**config.mk**
```make
export PLATFORM = sky130hd
export DESIGN_NAME = calendar_tick_with_persist_writes_unit
export DESIGN_NICKNAME = d
export VERILOG_FILES = /design/src/design/ctpw_pkg.sv /design/src/design/ctpw_front.sv /design/src/design/ctpw_queue.sv /design/src/design/ctpw_back.sv /design/src/design/calendar_tick_with_persist_writes_unit.sv
export SDC_FILE = /design/constraint.sdc
export NUM_CORES = 1
export LEC_CHECK = 0
export BUFFER_PORTS_ARGS = -buffer_cell sky130_fd_sc_hd__buf_2
export CORE_AREA = 2 2 148 150
export CTS_CLUSTER_SIZE = 10
export DETAILED_ROUTE_END_ITERATION = 10
export DIE_AREA = 0 0 150 152
export PLACE_DENSITY = 0.76
export SKIP_CTS_REPAIR_TIMING = 1
export SYNTH_ARGS = -nofsm -noshare
export SYNTH_HDL_FRONTEND = slang
export SYNTH_SLANG_ARGS = --single-unit
```
**constraint.sdc**
```tcl
create_clock -name aclk -period 4.54 [get_ports aclk]
set_clock_uncertainty 0.05 [all_clocks]
set_input_delay 0.908 -clock aclk [delete_from_list [all_inputs] [get_ports aclk]]
set_output_delay 0.908 -clock aclk [all_outputs]
set_load 0.01 [all_outputs]
```
**src/design/ctpw_pkg.sv**
```systemverilog
`timescale 1ns / 1ps
// ----------------------------------------------------------------------------
// Calendar tick unit package
// Shared types and constants for the calendar counter and its backup writes.
// ----------------------------------------------------------------------------
package ctpw_pkg;

    localparam int CFG_W   = 8;
    localparam int ADDR_W  = 3;
    localparam int VALUE_W = 7;
    localparam int S_DATA_W = 8;
    localparam int M_DATA_W = 16;

    // Backup store addresses, in the order in which a burst emits them.
    localparam logic [ADDR_W-1:0] ADDR_YEAR    = 3'd1;
    localparam logic [ADDR_W-1:0] ADDR_MONTH   = 3'd2;
    localparam logic [ADDR_W-1:0] ADDR_DAY     = 3'd3;
    localparam logic [ADDR_W-1:0] ADDR_WEEKDAY = 3'd4;
    localparam logic [ADDR_W-1:0] ADDR_HOUR    = 3'd5;
    localparam logic [ADDR_W-1:0] ADDR_MINUTE  = 3'd6;
    localparam logic [ADDR_W-1:0] ADDR_SECOND  = 3'd7;

    localparam logic [CFG_W-1:0] TPS_RESET = 8'd20;

    // Snapshot of the calendar after a completed second, plus the first
    // address of the write burst it causes.
    typedef struct packed {
        logic [ADDR_W-1:0] start_addr;
        logic [6:0]        year;
        logic [3:0]        month;
        logic [4:0]        day;
        logic [2:0]        weekday;
        logic [4:0]        hour;
        logic [5:0]        minute;
        logic [5:0]        second;
    } cal_desc_t;

endpackage

```
**src/design/ctpw_front.sv**
```systemverilog
`timescale 1ns / 1ps
// ----------------------------------------------------------------------------
// Calendar tick front end
// Takes ticks, runs the prescaler and calendar counters, and queues one
// write-burst descriptor for every completed second.
// ----------------------------------------------------------------------------
module ctpw_front (
    input  logic                     aclk,
    input  logic                     aresetn,
    input  logic [ctpw_pkg::CFG_W-1:0] tps,
    input  logic                     tick_valid,
    input  logic                     tick_enable,
    output logic                     tick_ready,
    input  logic                     q_full,
    output logic                     q_push,
    output ctpw_pkg::cal_desc_t      q_desc
);
    import ctpw_pkg::*;

    logic [7:0] tick_reg,    tick_next;
    logic [5:0] second_reg,  second_next;
    logic [5:0] minute_reg,  minute_next;
    logic [4:0] hour_reg,    hour_next;
    logic [2:0] weekday_reg, weekday_next;
    logic [4:0] day_reg,     day_next;
    logic [3:0] month_reg,   month_next;
    logic [6:0] year_reg,    year_next;

    logic [8:0] tick_inc;
    logic       accept;
    logic       sec_done;
    logic       sec_wrap, min_wrap, hour_wrap, day_wrap, month_wrap;

    assign tick_ready = !q_full;
    assign accept     = tick_valid && tick_ready && tick_enable;
    assign tick_inc   = {1'b0, tick_reg} + 9'd1;
    // A register lowered below the current count completes the second at once.
    assign sec_done   = tick_inc >= {1'b0, tps};

    assign sec_wrap   = second_reg >= 6'd59;
    assign min_wrap   = sec_wrap  && (minute_reg >= 6'd59);
    assign hour_wrap  = min_wrap  && (hour_reg >= 5'd23);
    assign day_wrap   = hour_wrap && (day_reg >= 5'd31);
    assign month_wrap = day_wrap  && (month_reg >= 4'd12);

    always_comb begin
        tick_next    = tick_reg;
        second_next  = second_reg;
        minute_next  = minute_reg;
        hour_next    = hour_reg;
        weekday_next = weekday_reg;
        day_next     = day_reg;
        month_next   = month_reg;
        year_next    = year_reg;
        if (accept) begin
            if (!sec_done) begin
                tick_next = tick_inc[7:0];
            end else begin
                tick_next   = 8'd0;
                second_next = sec_wrap ? 6'd0 : second_reg + 6'd1;
                if (sec_wrap) begin
                    minute_next = min_wrap ? 6'd0 : minute_reg + 6'd1;
                end
                if (min_wrap) begin
                    hour_next = hour_wrap ? 5'd0 : hour_reg + 5'd1;
                end
                if (hour_wrap) begin
                    weekday_next = (weekday_reg >= 3'd7) ? 3'd1 : weekday_reg + 3'd1;
                    day_next     = day_wrap ? 5'd1 : day_reg + 5'd1;
                end
                if (day_wrap) begin
                    month_next = month_wrap ? 4'd1 : month_reg + 4'd1;
                end
                if (month_wrap) begin
                    year_next = (year_reg >= 7'd99) ? 7'd0 : year_reg + 7'd1;
                end
            end
        end
    end

    always_comb begin
        q_push            = accept && sec_done;
        q_desc.year       = year_next;
        q_desc.month      = month_next;
        q_desc.day        = day_next;
        q_desc.weekday    = weekday_next;
        q_desc.hour       = hour_next;
        q_desc.minute     = minute_next;
        q_desc.second     = second_next;
        if (month_wrap) begin
            q_desc.start_addr = ADDR_YEAR;
        end else if (day_wrap) begin
            q_desc.start_addr = ADDR_MONTH;
        end else if (hour_wrap) begin
            q_desc.start_addr = ADDR_DAY;
        end else if (min_wrap) begin
            q_desc.start_addr = ADDR_HOUR;
        end else if (sec_wrap) begin
            q_desc.start_addr = ADDR_MINUTE;
        end else begin
            q_desc.start_addr = ADDR_SECOND;
        end
    end

    always_ff @(posedge aclk) begin
        if (!aresetn) begin
            tick_reg    <= 8'd0;
            second_reg  <= 6'd0;
            minute_reg  <= 6'd0;
            hour_reg    <= 5'd12;
            weekday_reg <= 3'd1;
            day_reg     <= 5'd31;
            month_reg   <= 4'd1;
            year_reg    <= 7'd16;
        end else begin
            tick_reg    <= tick_next;
            second_reg  <= second_next;
            minute_reg  <= minute_next;
            hour_reg    <= hour_next;
            weekday_reg <= weekday_next;
            day_reg     <= day_next;
            month_reg   <= month_next;
            year_reg    <= year_next;
        end
    end

endmodule

```
**src/design/ctpw_queue.sv**
```systemverilog
`timescale 1ns / 1ps
// ----------------------------------------------------------------------------
// Calendar descriptor queue
// Short first-in first-out buffer between the front end and the write engine.
// ----------------------------------------------------------------------------
module ctpw_queue #(
    parameter int DEPTH = 4
) (
    input  logic                aclk,
    input  logic                aresetn,
    input  logic                push,
    input  ctpw_pkg::cal_desc_t push_desc,
    output logic                full,
    input  logic                pop,
    output logic                not_empty,
    output ctpw_pkg::cal_desc_t pop_desc
);
    import ctpw_pkg::*;

    localparam int PTR_W = (DEPTH > 1) ? $clog2(DEPTH) : 1;
    localparam int CNT_W = $clog2(DEPTH + 1);
    localparam logic [PTR_W-1:0] LAST_PTR = PTR_W'(DEPTH - 1);

    cal_desc_t        slot_reg [DEPTH];
    logic [PTR_W-1:0] wr_ptr_reg, wr_ptr_next;
    logic [PTR_W-1:0] rd_ptr_reg, rd_ptr_next;
    logic [CNT_W-1:0] count_reg,  count_next;

    assign full      = count_reg == CNT_W'(DEPTH);
    assign not_empty = count_reg != '0;
    assign pop_desc  = slot_reg[rd_ptr_reg];

    always_comb begin
        wr_ptr_next = wr_ptr_reg;
        rd_ptr_next = rd_ptr_reg;
        count_next  = count_reg;
        if (push) begin
            wr_ptr_next = (wr_ptr_reg == LAST_PTR) ? '0 : wr_ptr_reg + PTR_W'(1);
        end
        if (pop) begin
            rd_ptr_next = (rd_ptr_reg == LAST_PTR) ? '0 : rd_ptr_reg + PTR_W'(1);
        end
        if (push && !pop) begin
            count_next = count_reg + CNT_W'(1);
        end else if (pop && !push) begin
            count_next = count_reg - CNT_W'(1);
        end
    end

    always_ff @(posedge aclk) begin
        if (!aresetn) begin
            wr_ptr_reg <= '0;
            rd_ptr_reg <= '0;
            count_reg  <= '0;
        end else begin
            wr_ptr_reg <= wr_ptr_next;
            rd_ptr_reg <= rd_ptr_next;
            count_reg  <= count_next;
        end
    end

    always_ff @(posedge aclk) begin
        if (push) begin
            slot_reg[wr_ptr_reg] <= push_desc;
        end
    end

endmodule

```
**src/design/ctpw_back.sv**
```systemverilog
`timescale 1ns / 1ps
// ----------------------------------------------------------------------------
// Calendar write engine
// Turns each queued descriptor into its burst of backup-store writes.
// ----------------------------------------------------------------------------
module ctpw_back (
    input  logic                             aclk,
    input  logic                             aresetn,
    input  logic                             q_not_empty,
    input  ctpw_pkg::cal_desc_t              q_desc,
    output logic                             q_pop,
    output logic                             m_tvalid,
    input  logic                             m_tready,
    output logic [ctpw_pkg::M_DATA_W-1:0]    m_tdata,
    output logic                             m_tlast
);
    import ctpw_pkg::*;

    cal_desc_t         desc_reg,  desc_next;
    logic [ADDR_W-1:0] addr_reg,  addr_next;
    logic              busy_reg,  busy_next;
    logic              burst_end;
    logic [VALUE_W-1:0] value;

    // Addresses run upward from the start address and always end at the second.
    assign burst_end = addr_reg == ADDR_SECOND;
    assign q_pop     = q_not_empty && (!busy_reg || (m_tready && burst_end));

    always_comb begin
        desc_next = desc_reg;
        addr_next = addr_reg;
        busy_next = busy_reg;
        if (q_pop) begin
            desc_next = q_desc;
            addr_next = q_desc.start_addr;
            busy_next = 1'b1;
        end else if (busy_reg && m_tready) begin
            if (burst_end) begin
                busy_next = 1'b0;
            end else begin
                addr_next = addr_reg + ADDR_W'(1);
            end
        end
    end

    always_comb begin
        case (addr_reg)
            ADDR_YEAR:    value = desc_reg.year;
            ADDR_MONTH:   value = {3'd0, desc_reg.month};
            ADDR_DAY:     value = {2'd0, desc_reg.day};
            ADDR_WEEKDAY: value = {4'd0, desc_reg.weekday};
            ADDR_HOUR:    value = {2'd0, desc_reg.hour};
            ADDR_MINUTE:  value = {1'b0, desc_reg.minute};
            ADDR_SECOND:  value = {1'b0, desc_reg.second};
            default:      value = '0;
        endcase
    end

    assign m_tvalid = busy_reg;
    assign m_tlast  = burst_end;
    assign m_tdata  = {(M_DATA_W - ADDR_W - VALUE_W)'(0), value, addr_reg};

    always_ff @(posedge aclk) begin
        if (!aresetn) begin
            busy_reg <= 1'b0;
            addr_reg <= ADDR_SECOND;
        end else begin
            busy_reg <= busy_next;
            addr_reg <= addr_next;
        end
    end

    always_ff @(posedge aclk) begin
        desc_reg <= desc_next;
    end

endmodule

```
**src/design/calendar_tick_with_persist_writes_unit.sv**
```systemverilog
`timescale 1ns / 1ps
// ----------------------------------------------------------------------------
// Calendar tick unit
// Calendar clock counter that emits backup-store writes for changed fields.
// ----------------------------------------------------------------------------
// Each input transfer is one timer tick, taken at one tick per clock as long
// as the descriptor queue has room. Every completed second queues one
// descriptor; the write engine then sends one write per cycle while tready
// is high, from 1 write (second only) up to 7 (year rollover), last write
// flagged on tlast. Ticks keep flowing while a burst drains; the input stalls
// only when QUEUE_DEPTH seconds are waiting, which takes a prescaler count
// below 7 or a receiver that holds off tready. ticks_per_second is written
// through the cfg port and is meant to change only while no burst is pending.
// ----------------------------------------------------------------------------
module calendar_tick_with_persist_writes_unit #(
    parameter int QUEUE_DEPTH = 4
) (
    input  logic                           aclk,
    input  logic                           aresetn,
    input  logic                           cfg_valid,
    output logic                           cfg_ready,
    input  logic [ctpw_pkg::CFG_W-1:0]     cfg_data,    // ticks_per_second
    input  logic                           s_tvalid,
    output logic                           s_tready,
    input  logic [ctpw_pkg::S_DATA_W-1:0]  s_tdata,     // [0] count_enable
    output logic                           m_tvalid,
    input  logic                           m_tready,
    output logic [ctpw_pkg::M_DATA_W-1:0]  m_tdata,     // [2:0] store_address, [9:3] store_value
    output logic                           m_tlast      // last
);
    import ctpw_pkg::*;

    logic [CFG_W-1:0] tps_reg;
    logic             q_push, q_full, q_pop, q_not_empty;
    cal_desc_t        push_desc, pop_desc;

    assign cfg_ready = 1'b1;

    always_ff @(posedge aclk) begin
        if (!aresetn) begin
            tps_reg <= TPS_RESET;
        end else if (cfg_valid) begin
            tps_reg <= cfg_data;
        end
    end

    ctpw_front u_front (
        .aclk        (aclk),
        .aresetn     (aresetn),
        .tps         (tps_reg),
        .tick_valid  (s_tvalid),
        .tick_enable (s_tdata[0]),
        .tick_ready  (s_tready),
        .q_full      (q_full),
        .q_push      (q_push),
        .q_desc      (push_desc)
    );

    ctpw_queue #(
        .DEPTH (QUEUE_DEPTH)
    ) u_queue (
        .aclk      (aclk),
        .aresetn   (aresetn),
        .push      (q_push),
        .push_desc (push_desc),
        .full      (q_full),
        .pop       (q_pop),
        .not_empty (q_not_empty),
        .pop_desc  (pop_desc)
    );

    ctpw_back u_back (
        .aclk        (aclk),
        .aresetn     (aresetn),
        .q_not_empty (q_not_empty),
        .q_desc      (pop_desc),
        .q_pop       (q_pop),
        .m_tvalid    (m_tvalid),
        .m_tready    (m_tready),
        .m_tdata     (m_tdata),
        .m_tlast     (m_tlast)
    );

endmodule

```
# ---- Word-level counts from Yosys, hierarchy flattened
# Memories as Yosys holds them, arrays and structs flattened. A register that Yosys moved wholly into a read port is not among the register bits.
# Index checks and enable logic that the tools add are counted.
dict set report totals {
  reg_bits 99
  ram_bits 156
  inputBits 21
  out_inout_bits 20
  wordCells 125
  mem_count 1
}
# memory words word_bits rd rd_clocked_by_memory_dff write_ports line
set mem_list {}
lappend mem_list {u_queue.slot_reg 4 39 1 1 1 ctpw_queue.sv:24} ;# cal_desc_t slot_reg [DEPTH];
dict set report classes {
  add_sub_neg 13
  order_cmp 8
  eq_ne 11
  n_mux 48
  n_reduce_logical 23
}
# op count
set op_table {}
lappend op_table {{7-bit case mux with 7 select lines} 1}
lappend op_table {{6-bit two-way mux} 7}
lappend op_table {{5-bit two-way mux} 8}
lappend op_table {{3-bit two-way mux} 13}
lappend op_table {{7-bit two-way mux} 4}
lappend op_table {{4-bit two-way mux} 4}
lappend op_table {{3-bit == test (second input constant)} 5}
lappend op_table {{6-bit by 1-bit adder with 6-bit output (second input constant)} 2}
lappend op_table {{6-bit greater-or-equal comparator (second input constant)} 2}
lappend op_table {{1-bit logical AND} 12}
lappend op_table {{5-bit by 1-bit adder with 5-bit output (second input constant)} 2}
lappend op_table {{5-bit greater-or-equal comparator (second input constant)} 2}
lappend op_table {{3-bit by 1-bit adder with 3-bit output (second input constant)} 3}
lappend op_table {{8-bit by 1-bit adder with 9-bit output (second input constant)} 1}
lappend op_table {{9-bit by 8-bit greater-or-equal comparator with 1-bit output} 1}
lappend op_table {{2-bit two-way mux} 4}
lappend op_table {{8-bit two-way mux} 1}
lappend op_table {{7-bit by 1-bit adder with 7-bit output (second input constant)} 1}
lappend op_table {{7-bit greater-or-equal comparator (second input constant)} 1}
lappend op_table {{3-bit by 2-bit == test with 1-bit output (second input constant)} 2}
lappend op_table {{1-bit two-way mux} 6}
lappend op_table {{2-bit nonzero test} 3}
lappend op_table {{2-bit by 1-bit adder with 2-bit output (second input constant)} 2}
lappend op_table {{4-bit by 1-bit adder with 4-bit output (second input constant)} 1}
lappend op_table {{other kinds (10)} 15}

# ---- Depth between registers and ports, before layout
# Gate-level depths: netlist of run 1.
dict set report logic_depth {
  depth_word 9
  ltp_mapped 17
  mapped_depth_nobuf 16
}

# ---- Cells and area by module
# A second synthesis of run 1 with hierarchy kept.
dict set report unflattened {
  cells_unflattened 769
  hier_area_um2 11061.9
}
# module n_inst cells_per_inst area_each_um2 seq_area_each_um2
set by_module_without_submodules {}
lappend by_module_without_submodules {ctpw_queue 1 247 6077.1 4864.7}
lappend by_module_without_submodules {ctpw_front 1 383 2982.9 880.8}
lappend by_module_without_submodules {ctpw_back 1 112 1694.1 1161.1}
lappend by_module_without_submodules {calendar_tick_with_persist_writes_unit 1 27 307.8 160.2}

# ---- Worst setup path after synthesis of run 1
# Ideal clock, no wire load.
dict set report synth_timing {
  path_kind {reg2reg}
  start {reg u_front.tick_reg[0]}
  end {mem u_queue.slot_reg[0][0] (netlist name), enable pin}
  setup_ns 0.400
  arrival_ns 3.199
  required_time_ns 4.090
  path_slack_ns 0.891
  stages_incl_launch_ff 11
  path_buffers 2
  period_less_slack_ns 3.649
  cell_sequence {dfxtp_1 > ha_1 > clkbuf_1 > nand3_1 > xnor2_1 > ha_1 > nand2_1 > o21ai_0 > a211o_1 > clkbuf_1 > and3_1}
}
dict set report synth_via {
  elab_chain_len 5
}
# element line
set synth_lines {}
lappend synth_lines {{start, declared} ctpw_front.sv:20} ;# logic [7:0] tick_reg, tick_next;
lappend synth_lines {{start signal, assigned} ctpw_front.sv:116} ;# tick_reg <= tick_next;
lappend synth_lines {{8-bit by 1-bit adder with 9-bit output} ctpw_front.sv:36} ;# assign tick_inc = {1'b0, tick_reg} + 9'd1;
lappend synth_lines {{9-bit by 8-bit greater-or-equal comparator with 1-bit output} ctpw_front.sv:38} ;# assign sec_done = tick_inc >= {1'b0, tps};
lappend synth_lines {{1-bit logical AND} ctpw_front.sv:82} ;# q_push = accept && sec_done;
lappend synth_lines {{1-bit two-way mux} ctpw_queue.sv:63} ;# if (push) begin
lappend synth_lines {{1-bit two-way mux (not written as such)} ctpw_queue.sv:64} ;# slot_reg[wr_ptr_reg] <= push_desc;
lappend synth_lines {{end, declared} ctpw_queue.sv:24}
# No other way between the ends.

# ---- Worst setup path in the final report of run 1
dict set report layout_timing {
  start {reg u_front.tick_reg[2]}
  end {reg u_queue.count_reg[2]}
}
dict set report layout_via {
  elab_chain_len 6
  elab_cells_between_ends 8
  cone_classes {add/sub (1); order compare (1); mux (1); reduce/logical (5)}
}
# element line
set layout_lines {}
lappend layout_lines {{8-bit by 1-bit adder with 9-bit output *} ctpw_front.sv:36}
lappend layout_lines {{9-bit by 8-bit greater-or-equal comparator with 1-bit output *} ctpw_front.sv:38}
lappend layout_lines {{1-bit logical AND *} ctpw_front.sv:82}
lappend layout_lines {{named net q_push} calendar_tick_with_persist_writes_unit.sv:34} ;# logic q_push, q_full, q_pop, q_not_empty;
lappend layout_lines {{1-bit zero test} ctpw_queue.sv:45} ;# end else if (pop && !push) begin
lappend layout_lines {{1-bit logical AND} ctpw_queue.sv:45}
lappend layout_lines {{2-bit nonzero test (no line)} -}
lappend layout_lines {{end signal, assigned} ctpw_queue.sv:58} ;# count_reg <= count_next;
lappend layout_lines {{end, declared} ctpw_queue.sv:27} ;# logic [CNT_W-1:0] count_reg, count_next;
# Mark *: on every way through the listed nets, which the timed path passes. The rest lies on a longest branch.
# A chain may end at the register's enable or synchronous reset.

==> summary.txt, run 1 <==
Detailed routing
  – DRT Pass-1 Iters: 5
  – Vias per inst: 5.94
  – Drt wl/cell: 20.4 um
  – DRT iter0 DRCs: 617
  – Vias: 6531
  – Post-DRT Antenna Nets: 0
  – Final wirelength: 22400 um
  – DRC violations left: 0

Finish
  – Most common cell after layout, fill and taps aside: edfxtp_1
  – Max reg flops: 156
  – Most frequent cells in the layout: edfxtp_1, dfxtp_1, nand2_1, nor2_1, mux4_2
  – Nets@finish: 848
  – Area grow syn2layout: 11.5%
  – N_diodes: 0
  – Share of post-route cells with drive strength above 1: about 16%
  – Final instance area: 12200 um2
  – Non-Filler Instances: 1100
  – Fill count: 1661

Yosys
  – Avg Synthesized Cell Area: 14.3 um2
  – Post-synthesis sequential area ratio: 64.8%
  – Asr flop ratio synth: 0%
  – Yosys cell types: 73
  – EDFF count, synth: around 190
  – #FFs+latches synth: ~260
  – Top_reg_cell synth: edfxtp_1
  – Mapped Area: 10900 um2
  – Yosys Warn Count: 0
  – Mapped Cells: 765

Setup path
  – R2R Path Start: u_front.tick_reg[2]
  – Reg2reg path depth: 16
  – Crit Path Class: flip-flop to flip-flop
  – Flop2flop setup slack: roughly 0.97 ns
  – WP data required: 4.95 ns
  – Worst Setup End Kind: flip-flop
  – CP Launch Type: flip-flop
  – Critical Path AT: between 3 and 4 ns
  – Reg-to-reg critical path endpoint: u_queue.count_reg[2]
  – CP Max Fanout: 8

Min path
  – Min-delay src: tps_reg[3]
  – Worst Hold Endpoint: tps_reg[3]
  – Min-Delay Path Class: flip-flop to flip-flop
  – Hold Path Cell Cnt: 2

Die
  – # rows: 54
  – Initial core utilization: between 50% and 60%
  – Die area: between 20000 and 25000 um2
  – Width of the die: 150 um
  – Core area: 21400 um2
  – Die height: 152 um
  – I/O Pins: 41

Clock tree
  – Sink Count: 257
  – CTS tree: built
  – Clock slew at reported path FFs: 0.05 ns
  – CTS root buffer: clkbuf_16
  – TritonCTS Buffers: 30
  – Clock tree buffer depth: 3
  – H-tree depth reported by CTS: 1
  – Clock latency on the worst-skew pair: 0.54 ns

Flow run
  – Max Cap Viol: 0

Pwr
  – Combinational share of power: roughly 17%
  – PwrDens: 513 nW/um2
  – Pint: 4610 uW
  – Clk network pwr share: 34.0%
  – Register share of total power: between 40% and 50%
  – Psw: 1630 uW
  – P_leak: 0.00399 uW
  – Peak supply drop: 270 uV
  – Sw Ratio: a little over a quarter

Global routing
  – Global-route wire length before repair: approximately 36000 um
  – GRT overflow: 0
  – Initial antenna violation count: 0
  – Largest net degree at the start of global routing: 40
  – Total track usage: around 20%
  – Vias in the first global route: approximately 6500

Timing
  – Hold Fails Final Rpt: 0
  – Fin crit period: 3.57 ns
  – Final Cycle Share: 78.6%
  – Final Max Slew Viols: 0
  – Fmax: 280 MHz
  – Unrepaired setup endpoints after global routing: no
  – Worst-Margin Slew: 1.06 ns
  – Endpoints failing setup: 0
  – Fin Setup TNS: 0 ns
  – Relative slew margins: approximately 30%

Place
  – Area after DPL: 11300 um2
  – Dpl hpwl: approximately 14000 um
  – Placed insts: 1044
  – Global placement routability congestion: 0.879
  – Count of input and output buffers: 26

Status
  – Status: finished, final reports clean
==> power groups by stage <==
stage,Clock (uW),Sequential [uW],Combinational [uW]
after CTS,2160,3080,1060
after detailed placement,0,3130,1050
after global placement,0,3120,1030
final,2120,3070,1050
after floorplan,0,2950,878
after global routing,2260,3100,1150
==> layer usage <==
layer	wire length, um	up-vias	global-route usage (%)
met5	0	-	0
met4	438	0	5.35
met3	1180	37	2.70
met2	10900	217	32.3
met1	9930	3244	29.0
li1	-	3033	-
==> area by class of cell <==
cell class	instances	area (um2)	area share (%)
Multi-Input combinational cell	447	3570	29.3
Inverter	23	86.3	0.709
Clock inverter	4	18.8	0.154
Clock buffer	52	855	7.02
Timing Repair Buffer	37	225	1.85
Tap cell	280	350	2.88
Sequential cell	257	7070	58.1
==> synthesized netlist by cell type, drive strengths merged (17+ instances only) <==
cell type  number  area, um2
nor2           50        188
edfxtp        192       5770
ha             30        375
mux4           39        878
a21oi          31        159
dfxtp          65       1300
buf            27        154
o21ai          32        160
nand2          53        199
nor3           17       90.1
nand3          25        130
inv            23       86.3
==> metrics by stage <==
step / util [%] / worst slack (ns) / power (uW) / hold WS (ns)
after detailed placement: 52.9 / 0.954 / 4180 / 0.437
final: 57.0 / 0.973 / 6240 / 0.440
after floorplan: - / 0.891 / 3830 / 0.404
after global routing: 57.0 / 0.681 / 6520 / 0.471
after CTS: 57.0 / 0.934 / 6290 / 0.449
after global placement: 52.9 / 1.00 / 4150 / 0.411
==> logic make-up (layout without fill, tap and decap cells) <==
family                   count (synthesis)  in the layout  synth area share, %
AO/OA/AOI/OAI                          138            138                 8.93
XOR/XNOR                                15             15                 1.20
adder cells (fa/ha/maj)                 31             31                 3.62
buffers and inverters                   66            116                 2.76
flip-flops                             257            257                 64.8
multiplexers                            51             51                 9.16
other                                    2              7               0.0688
AND/OR/NAND/NOR                        205            205                 9.48
==> critical path, cell delays in order, from the launching register on <==
cell     delay (ns)
dfxtp_1        0.47
and3_1         0.24
nand3_1        0.11
nor2_1         0.16
xor2_1         0.09
ha_1           0.31
nand2_1        0.05
o21ai_0        0.36
a211o_1        0.17
nand2_1        0.10
inv_1          0.15
ha_1           0.21
inv_1          0.06
fa_1           0.37
xor2_1         0.17
or3_1          0.31
a21oi_1        0.14
==> how the worst max path moves through the flow <==
| stage | end | from | slack [ns] | cells past startpoint |
|---|---|---|---|---|
| after global routing | u_queue.slot_reg[1][37] | u_front.tick_reg[2] | 0.68 | 11 |
| after detailed placement | u_queue.slot_reg[1][5] | u_front.tick_reg[2] | 0.95 | 11 |
| after global placement | u_queue.slot_reg[1][5] | u_front.tick_reg[2] | 1.00 | 11 |
| after CTS | u_queue.slot_reg[1][37] | u_front.tick_reg[2] | 0.93 | 11 |
| final | u_queue.count_reg[2] | u_front.tick_reg[2] | 0.97 | 16 |
| after floorplan | u_queue.slot_reg[0][0] | u_front.tick_reg[0] | 0.89 | 10 |
Note: power is estimated with default switching activity, not from simulation.
==> run 2, diff against run 1 <==
clock period = 3.6 ns   (was 4.54 ns; I/O delays follow)
==> run 2 against run 1 <==
  * Worst setup slack lost 0.76 ns
  * Sequential cell count is the same
  * Utilization grew 0.73 points
  * Largest cell class unchanged
  * Clock power grew 28%
  * Global-route usage grew 0.30 points
  * Die area is the same
  * Sequential power grew 25%
  * Hold slack lost 0.083 ns
==> summary.txt, run 2 (same netlist as run 1, synthesis figures left out) <==
Global routing
  – Total track usage: 20.4% (was 20.1%)
  – Initial antenna violation count: 0 (unchanged)
  – Largest net degree at the start of global routing: 40 (unchanged)
  – Vias in the first global route: 6564 (was 6453)
  – Global-route wire length before repair: 35900 um (was 35600 um)
  – GRT overflow: 0 (unchanged)

Timing
  – Hold Fails Final Rpt: 0 (unchanged)
  – Relative slew margins: 28.7% (was 29.6%)
  – Fmax: 296 MHz (was 280 MHz)
  – Fin crit period: 3.38 ns (was 3.57 ns)
  – Final Cycle Share: 94.0% (was 78.6%)
  – Fin Setup TNS: 0 ns (unchanged)
  – Endpoints failing setup: 0 (unchanged)
  – Worst-Margin Slew: 1.07 ns (was 1.06 ns)
  – Unrepaired setup endpoints after global routing: no (unchanged)
  – Final setup margin: 0.216 ns (was 0.973 ns)
  – Final Max Slew Viols: 0 (unchanged)

Setup path
  – Crit Path Class: flip-flop to flip-flop (unchanged)
  – CP max stage cell: dfxtp_1 (unchanged)
  – Reg2reg path depth: 16 (unchanged)
  – R2R Path Start: u_front.tick_reg[4] (was u_front.tick_reg[2])
  – CP Launch Type: flip-flop (unchanged)
  – WP data required: 4.02 ns (was 4.95 ns)
  – CP Max Fanout: 5 (was 8)
  – Crit path cell chain: and3_1, nand3_1, nor2_1, xor2_1, ha_1, nand4_1, a21oi_1, a211o_1, nand2_1, inv_2, ha_1, inv_1, fa_1, xor2_1, or3_1, a21oi_1 (was and3_1, nand3_1, nor2_1, xor2_1, ha_1, nand2_1, o21ai_0, a211o_1, nand2_1, inv_1, ha_1, inv_1, fa_1, xor2_1, or3_1, a21oi_1)
  – Flop2flop setup slack: 0.22 ns (was 0.97 ns)
  – Critical Path AT: 3.80 ns (was 3.98 ns)
  – Reg-to-reg critical path endpoint: u_queue.count_reg[2] (unchanged)
  – Critical Path Max Stage Delay: 0.41 ns (was 0.47 ns)
  – Worst Setup End Kind: flip-flop (unchanged)

Clock tree
  – H-tree depth reported by CTS: 1 (unchanged)
  – Sink Count: 257 (unchanged)
  – Clock latency on the worst-skew pair: 0.54 ns (about the same)
  – CTS root buffer: clkbuf_16 (unchanged)
  – Clock tree buffer depth: 3 (unchanged)
  – Clock slew at reported path FFs: 0.06 ns (was 0.05 ns)
  – TritonCTS Buffers: 30 (unchanged)
  – CTS tree: built (unchanged)

Detailed routing
  – DRT Pass-1 Iters: 5 (unchanged)
  – DRT iter0 DRCs: 560 (was 617)
  – Vias per inst: 6.05 (was 5.94)
  – Final wirelength: 23200 um (was 22400 um)
  – Vias: 6726 (was 6531)
  – DRC violations left: 0 (unchanged)
  – Drt wl/cell: 20.9 um (was 20.4 um)
  – Post-DRT Antenna Nets: 0 (unchanged)

Die
  – Initial core utilization: 51.1% (unchanged)
  – Width of the die: 150 um (unchanged)
  – I/O Pins: 41 (unchanged)
  – # rows: 54 (unchanged)
  – Die area: 22800 um2 (unchanged)
  – Core area: 21400 um2 (unchanged)
  – Die height: 152 um (unchanged)

Place
  – Count of input and output buffers: 26 (unchanged)
  – Dpl hpwl: 14500 um (was 14100 um)
  – Global placement routability congestion: 0.859 (was 0.879)
  – Post-Place Worst Slack: 0.165 ns (was 0.954 ns)

Finish
  – Area grow syn2layout: 13.0% (was 11.5%)
  – Fill count: 1663 (was 1661)
  – Most frequent cells in the layout: edfxtp_1, dfxtp_1, nand2_1, nor2_1, mux4_2 (unchanged)
  – Most common cell after layout, fill and taps aside: edfxtp_1 (unchanged)
  – Nets@finish: 860 (was 848)
  – Share of post-route cells with drive strength above 1: 17.3% (was 15.9%)
  – N_diodes: 0 (unchanged)
  – Max reg flops: 156 (unchanged)

Pwr
  – Clk network pwr share: 33.9% (was 34.0%)
  – Combinational share of power: 18.1% (was 16.9%)
  – Register share of total power: 47.9% (was 49.2%)
  – Peak supply drop: 332 uV (was 270 uV)
  – Psw: 2140 uW (was 1630 uW)
  – P_leak: 0.00406 uW (was 0.00399 uW)
  – Pint: 5860 uW (was 4610 uW)
  – Sw Ratio: 26.8% (was 26.2%)
  – PwrDens: 649 nW/um2 (was 513 nW/um2)
  – Total power: 8000 uW (was 6240 uW)

Min path
  – Min-Delay Path Class: primary input to flip-flop (was flip-flop to flip-flop)
  – Min-delay src: cfg_data[4] (was tps_reg[3])
  – Worst Hold Endpoint: tps_reg[4] (was tps_reg[3])
  – Hold Path Cell Cnt: 3 (was 2)

Status
  – Status: finished, final reports clean (unchanged)

Flow run
  – Max Cap Viol: 0 (unchanged)
run 2: cell count changes in the layout (fill, tap and decap cells not counted), sizes merged:
cell / delta
clkbuf: +2
buf: +12
inv: +1
clkinvlp: -1
clkinv: -2
run 2: layer usage:
| layer | up-vias | GRT usage (%) | share of wire [%] | wire length, um |
|---|---|---|---|---|
| met1 | 3320 | 28.6 | 41 | 9640 |
| met3 | 45 | 2.82 | 7.6 | 1760 |
| met4 | 0 | 6.11 | 2.4 | 562 |
| met2 | 300 | 33.3 | 49 | 11300 |
| li1 | 3061 | - | - | - |
| met5 | - | 0 | 0 | 0 |
run 2: cell type report:
class	count	area [um2]	area share, %
inverters	23	86.3	0.700
clock inverters	2	12.5	0.101
well taps	280	350	2.84
flip-flops and latches	257	7070	57.3
clock buffers	54	862	6.99
repair buffers	49	378	3.07
multi-input cells	447	3570	29.0
run 2: how the worst max path moves through the flow:
stage	startpoint	to	slack, ns	cells after the start
after floorplan	u_front.tick_reg[0]	u_queue.count_reg[2]	0.19	16
after global placement	u_front.tick_reg[4]	u_queue.count_reg[2]	0.26	16
after detailed placement	u_front.tick_reg[4]	u_queue.count_reg[2]	0.16	16
after CTS	u_front.tick_reg[4]	u_queue.count_reg[2]	0.14	16
after global routing	u_front.tick_reg[4]	u_queue.count_reg[2]	0.03	16
final	u_front.tick_reg[4]	u_queue.count_reg[2]	0.22	16
run 2: stage by stage:
step | cell area [um2] | hold WS, ns | utilization, % | cells
2_1_floorplan | 10900 | 0.404 | - | 770
6_report | 12300 | 0.357 | 57.7 | 1112
3_5_place_dp | 11500 | 0.424 | 53.6 | 1056
5_1_grt | 12300 | 0.355 | 57.7 | 1112
4_1_cts | 12300 | 0.347 | 57.7 | 1112
3_3_place_gp | 11500 | 0.416 | 53.6 | 1056
run 2: worst max-delay path: cells and delay by family, from the launching register on:
kind,cells,cell delay (ns)
AO/OA/AOI/OAI,3,0.51
AND/OR/NAND/NOR,6,1.00
flip-flops,1,0.41
adder cells (fa/ha/maj),3,0.88
XOR/XNOR,2,0.28
buffers and inverters,2,0.18
run 2: power by group through the flow:
stage	clock [uW]	sequential [uW]	combinational, uW
finish	2710	3830	1450
global route	2850	3870	1570
CTS	2740	3850	1470
detailed placement	0	3900	1450
global placement	0	3880	1400
floorplan	0	3720	1110
==> run 3, diff against run 2 <==
CORE_AREA = 2 2 149 151   (was 2 2 148 150)
DIE_AREA = 0 0 151 153   (was 0 0 150 152)
GPL_TIMING_DRIVEN = 0   (was default)
SYNTH_HIERARCHICAL = 1   (was default)
==> run 3 against run 2 <==
  * Hold slack worse by 0.016 ns
  * Sequential cell count unchanged
  * Die area up 1.3%
==> summary.txt, run 3 <==
Timing
  – Fmax: 284 MHz (was 296 MHz)
  – Endpoints failing setup: 0 (unchanged)
  – Fin crit period: 3.52 ns (was 3.38 ns)
  – Worst-Margin Slew: 1.08 ns (was 1.07 ns)
  – Fin Hold WS: 0.341 ns (was 0.357 ns)
  – Unrepaired setup endpoints after global routing: yes (was no)
  – Hold Fails Final Rpt: 0 (unchanged)
  – Relative slew margins: 27.8% (was 28.7%)
  – Final Cycle Share: 97.9% (was 94.0%)
  – Fin Setup TNS: 0 ns (unchanged)
  – Final Max Slew Viols: 0 (unchanged)

Setup path
  – Critical Path Most Common Cell: and3_4
  – Worst Setup End Kind: flip-flop (unchanged)
  – CP delay by family, top: simple AND/OR/NAND/NOR gates (unchanged)
  – CP max stage cell: and2_2 (was dfxtp_1)
  – Crit path cell chain: ha_2, and3_4, and3_4, xor2_1, ha_1, nand3_2, o22ai_2, a211oi_4, buf_4, nor2_4, and2_2 (was and3_1, nand3_1, nor2_1, xor2_1, ha_1, nand4_1, a21oi_1, a211o_1, nand2_1, inv_2, ha_1, inv_1, fa_1, xor2_1, or3_1, a21oi_1)
  – CP Max Fanout: 39 (was 5)
  – Crit path depth: 11 (was 16)
  – Critical Path Max Stage Delay: 0.91 ns (was 0.41 ns)
  – Worst Path Buf+Inv: 1 (was 2)
  – Crit Path Class: flip-flop to flip-flop (unchanged)
  – Critical Path AT: 3.64 ns (was 3.80 ns)
  – CP Launch Type: flip-flop (unchanged)
  – Reg2reg path depth: 11 (was 16)
  – WP data required: 3.72 ns (was 4.02 ns)

Place
  – Dpl hpwl: 15700 um (was 14500 um)
  – Placed insts: 1080 (was 1056)
  – Global placement routability congestion: 0.915 (was 0.859)
  – Count of input and output buffers: 25 (was 26)

Finish
  – Seq. cell area: 7070 um2 (about the same)
  – Area grow syn2layout: 14.0% (was 13.0%)
  – Nets@finish: 890 (was 860)
  – Share of post-route cells with drive strength above 1: 18.9% (was 17.3%)
  – Fill count: 1652 (was 1663)
  – Max reg flops: 156 (unchanged)
  – Non-Filler Instances: 1143 (was 1112)
  – Most common cell after layout, fill and taps aside: edfxtp_1 (unchanged)
  – Most frequent cells in the layout: edfxtp_1, dfxtp_1, nand2_1, nor2_1, mux4_2 (unchanged)
  – Footprint of the multi-input gates: 3770 um2 (was 3570 um2)

Detailed routing
  – Vias per inst: 6.08 (was 6.05)
  – DRC violations left: 0 (unchanged)
  – Drt wl/cell: 21.5 um (was 20.9 um)
  – Post-DRT Antenna Nets: 0 (unchanged)
  – Vias: 6955 (was 6726)
  – Final wirelength: 24600 um (was 23200 um)
  – DRT Pass-1 Iters: 6 (was 5)
  – DRT iter0 DRCs: 678 (was 560)

Yosys
  – Post-synth top cells: edfxtp_1, dfxtp_1, nand2_1 (unchanged)
  – Mapped Cells: 769 (was 765)
  – Largest cells by area after synthesis: edfxtp_1, dfxtp_1, mux4_2 (unchanged)
  – Yosys top cell by area: edfxtp_1 (unchanged)
  – Yosys cell types: 72 (was 73)
  – Mapped Area: 11100 um2 (was 10900 um2)
  – EDFF count, synth: 192 (unchanged)
  – Post-synthesis sequential area ratio: 63.9% (was 64.8%)
  – Top_reg_cell synth: edfxtp_1 (unchanged)
  – Yosys Warn Count: 6 (was 0)
  – Count leader, synth: edfxtp_1 (unchanged)
  – Asr flop ratio synth: 0% (unchanged)
  – #FFs+latches synth: 257 (unchanged)
  – Avg Synthesized Cell Area: 14.4 um2 (was 14.3 um2)
  – Area fraction of the dominant cell type after synthesis: 52.1% (was 52.8%)

Pwr
  – PwrDens: 640 nW/um2 (was 649 nW/um2)
  – P_leak: 0.00426 uW (was 0.00406 uW)
  – Peak supply drop: 372 uV (was 332 uV)

Global routing
  – Initial antenna violation count: 0 (unchanged)
  – Global-route wire length before repair: 38200 um (was 35900 um)
  – Vias in the first global route: 6743 (was 6564)
  – Total track usage: 21.7% (was 20.4%)
  – GRT overflow: 0 (unchanged)
  – Largest net degree at the start of global routing: 40 (unchanged)

Min path
  – Min-Delay Path Class: primary input to flip-flop (unchanged)
  – Hold Path Cell Cnt: 3 (unchanged)

Die
  – Die height: 153 um (was 152 um)
  – I/O Pins: 41 (unchanged)
  – Width of the die: 151 um (was 150 um)
  – Initial core utilization: 51.5% (was 51.1%)
  – Die area: 23100 um2 (was 22800 um2)
  – Core area: 21500 um2 (was 21400 um2)
  – # rows: 54 (unchanged)

Clock tree
  – TritonCTS Buffers: 30 (unchanged)
  – H-tree depth reported by CTS: 1 (unchanged)
  – Clock tree buffer depth: 3 (unchanged)
  – CTS root buffer: clkbuf_16 (unchanged)
  – Clock latency on the worst-skew pair: 0.56 ns (was 0.54 ns)
  – CTS tree: built (unchanged)
  – Clock slew at reported path FFs: 0.05 ns (was 0.06 ns)
  – Sink Count: 257 (unchanged)

Flow run
  – Max Cap Viol: 0 (unchanged)

Status
  – Status: finished, final reports clean (unchanged)
## run 3: path summary, 6_finish.rpt
check	from	to	slack (ns)
max reg2reg	u_front/tick_reg[1]	u_queue/slot_reg[1][29]	0.08
max	u_front/tick_reg[1]	u_queue/slot_reg[1][29]	0.08
min	cfg_data[4]	tps_reg[4]	0.34
min reg2reg	tps_reg[2]	tps_reg[2]	0.42
## run 3: cell families after synthesis
group | share of synthesized area (%)
compound gates | 9.84
xor+xnor | 0.871
fa+ha+maj | 3.57
buf+inv | 2.91
flops | 63.9
mux | 9.59
other cells | 0.0679
simple gates | 9.26
## run 3: area by class of cell
type                            instances  share of cell area [%]
Antenna cell                            1                  0.0198
Buffer                                 41                    1.98
Clock buffer                           52                    6.68
Clock inverter                          4                   0.545
Inverter                               20                   0.595
Multi-Input combinational cell        457                    29.9
Sequential cell                       257                    56.0
Tap cell                              280                    2.78
Timing Repair Buffer                   31                    1.51
## run 3: report_power, final
part           switching (uW)  leakage (uW)  internal (uW)
Sequential                150       0.00217           3560
Clock                    1110      0.000433           1650
Combinational             859       0.00166            748
Total                    2120       0.00426           5960
## run 3: worst register-to-register path: cells and delay by family, from the launching register on
family / cells / cell delay (ns)
AOI/OAI and AO/OA: 2 / 0.29
and+or+nand+nor: 5 / 1.62
buffers and inverters: 1 / 0.17
xor gates and xnor gates: 1 / 0.07
DFF: 1 / 0.36
adders and majority gates: 2 / 0.56
## run 3: per-layer routing
layer	wire, um	share of wire, %	vias to the layer above	global-route usage [%]
met5	0	0	-	0
met4	740	3.0	0	6.68
met2	11900	48	321	35.1
met1	10200	42	3411	29.9
li1	-	-	3167	-
met3	1750	7.1	56	4.00
## run 3: stage by stage
stage | util, % | worst slack, ns | area [um2] | total power [uW]
3_3_place_gp | 53.8 | -0.701 | 11600 | 5290
4_1_cts | 58.2 | -0.813 | 12500 | 8170
3_5_place_dp | 54.0 | -0.771 | 11600 | 5400
5_1_grt | 58.7 | -0.0868 | 12600 | 8420
6_report | 58.7 | 0.0763 | 12600 | 8080
2_1_floorplan | - | -0.0864 | 11100 | 4830
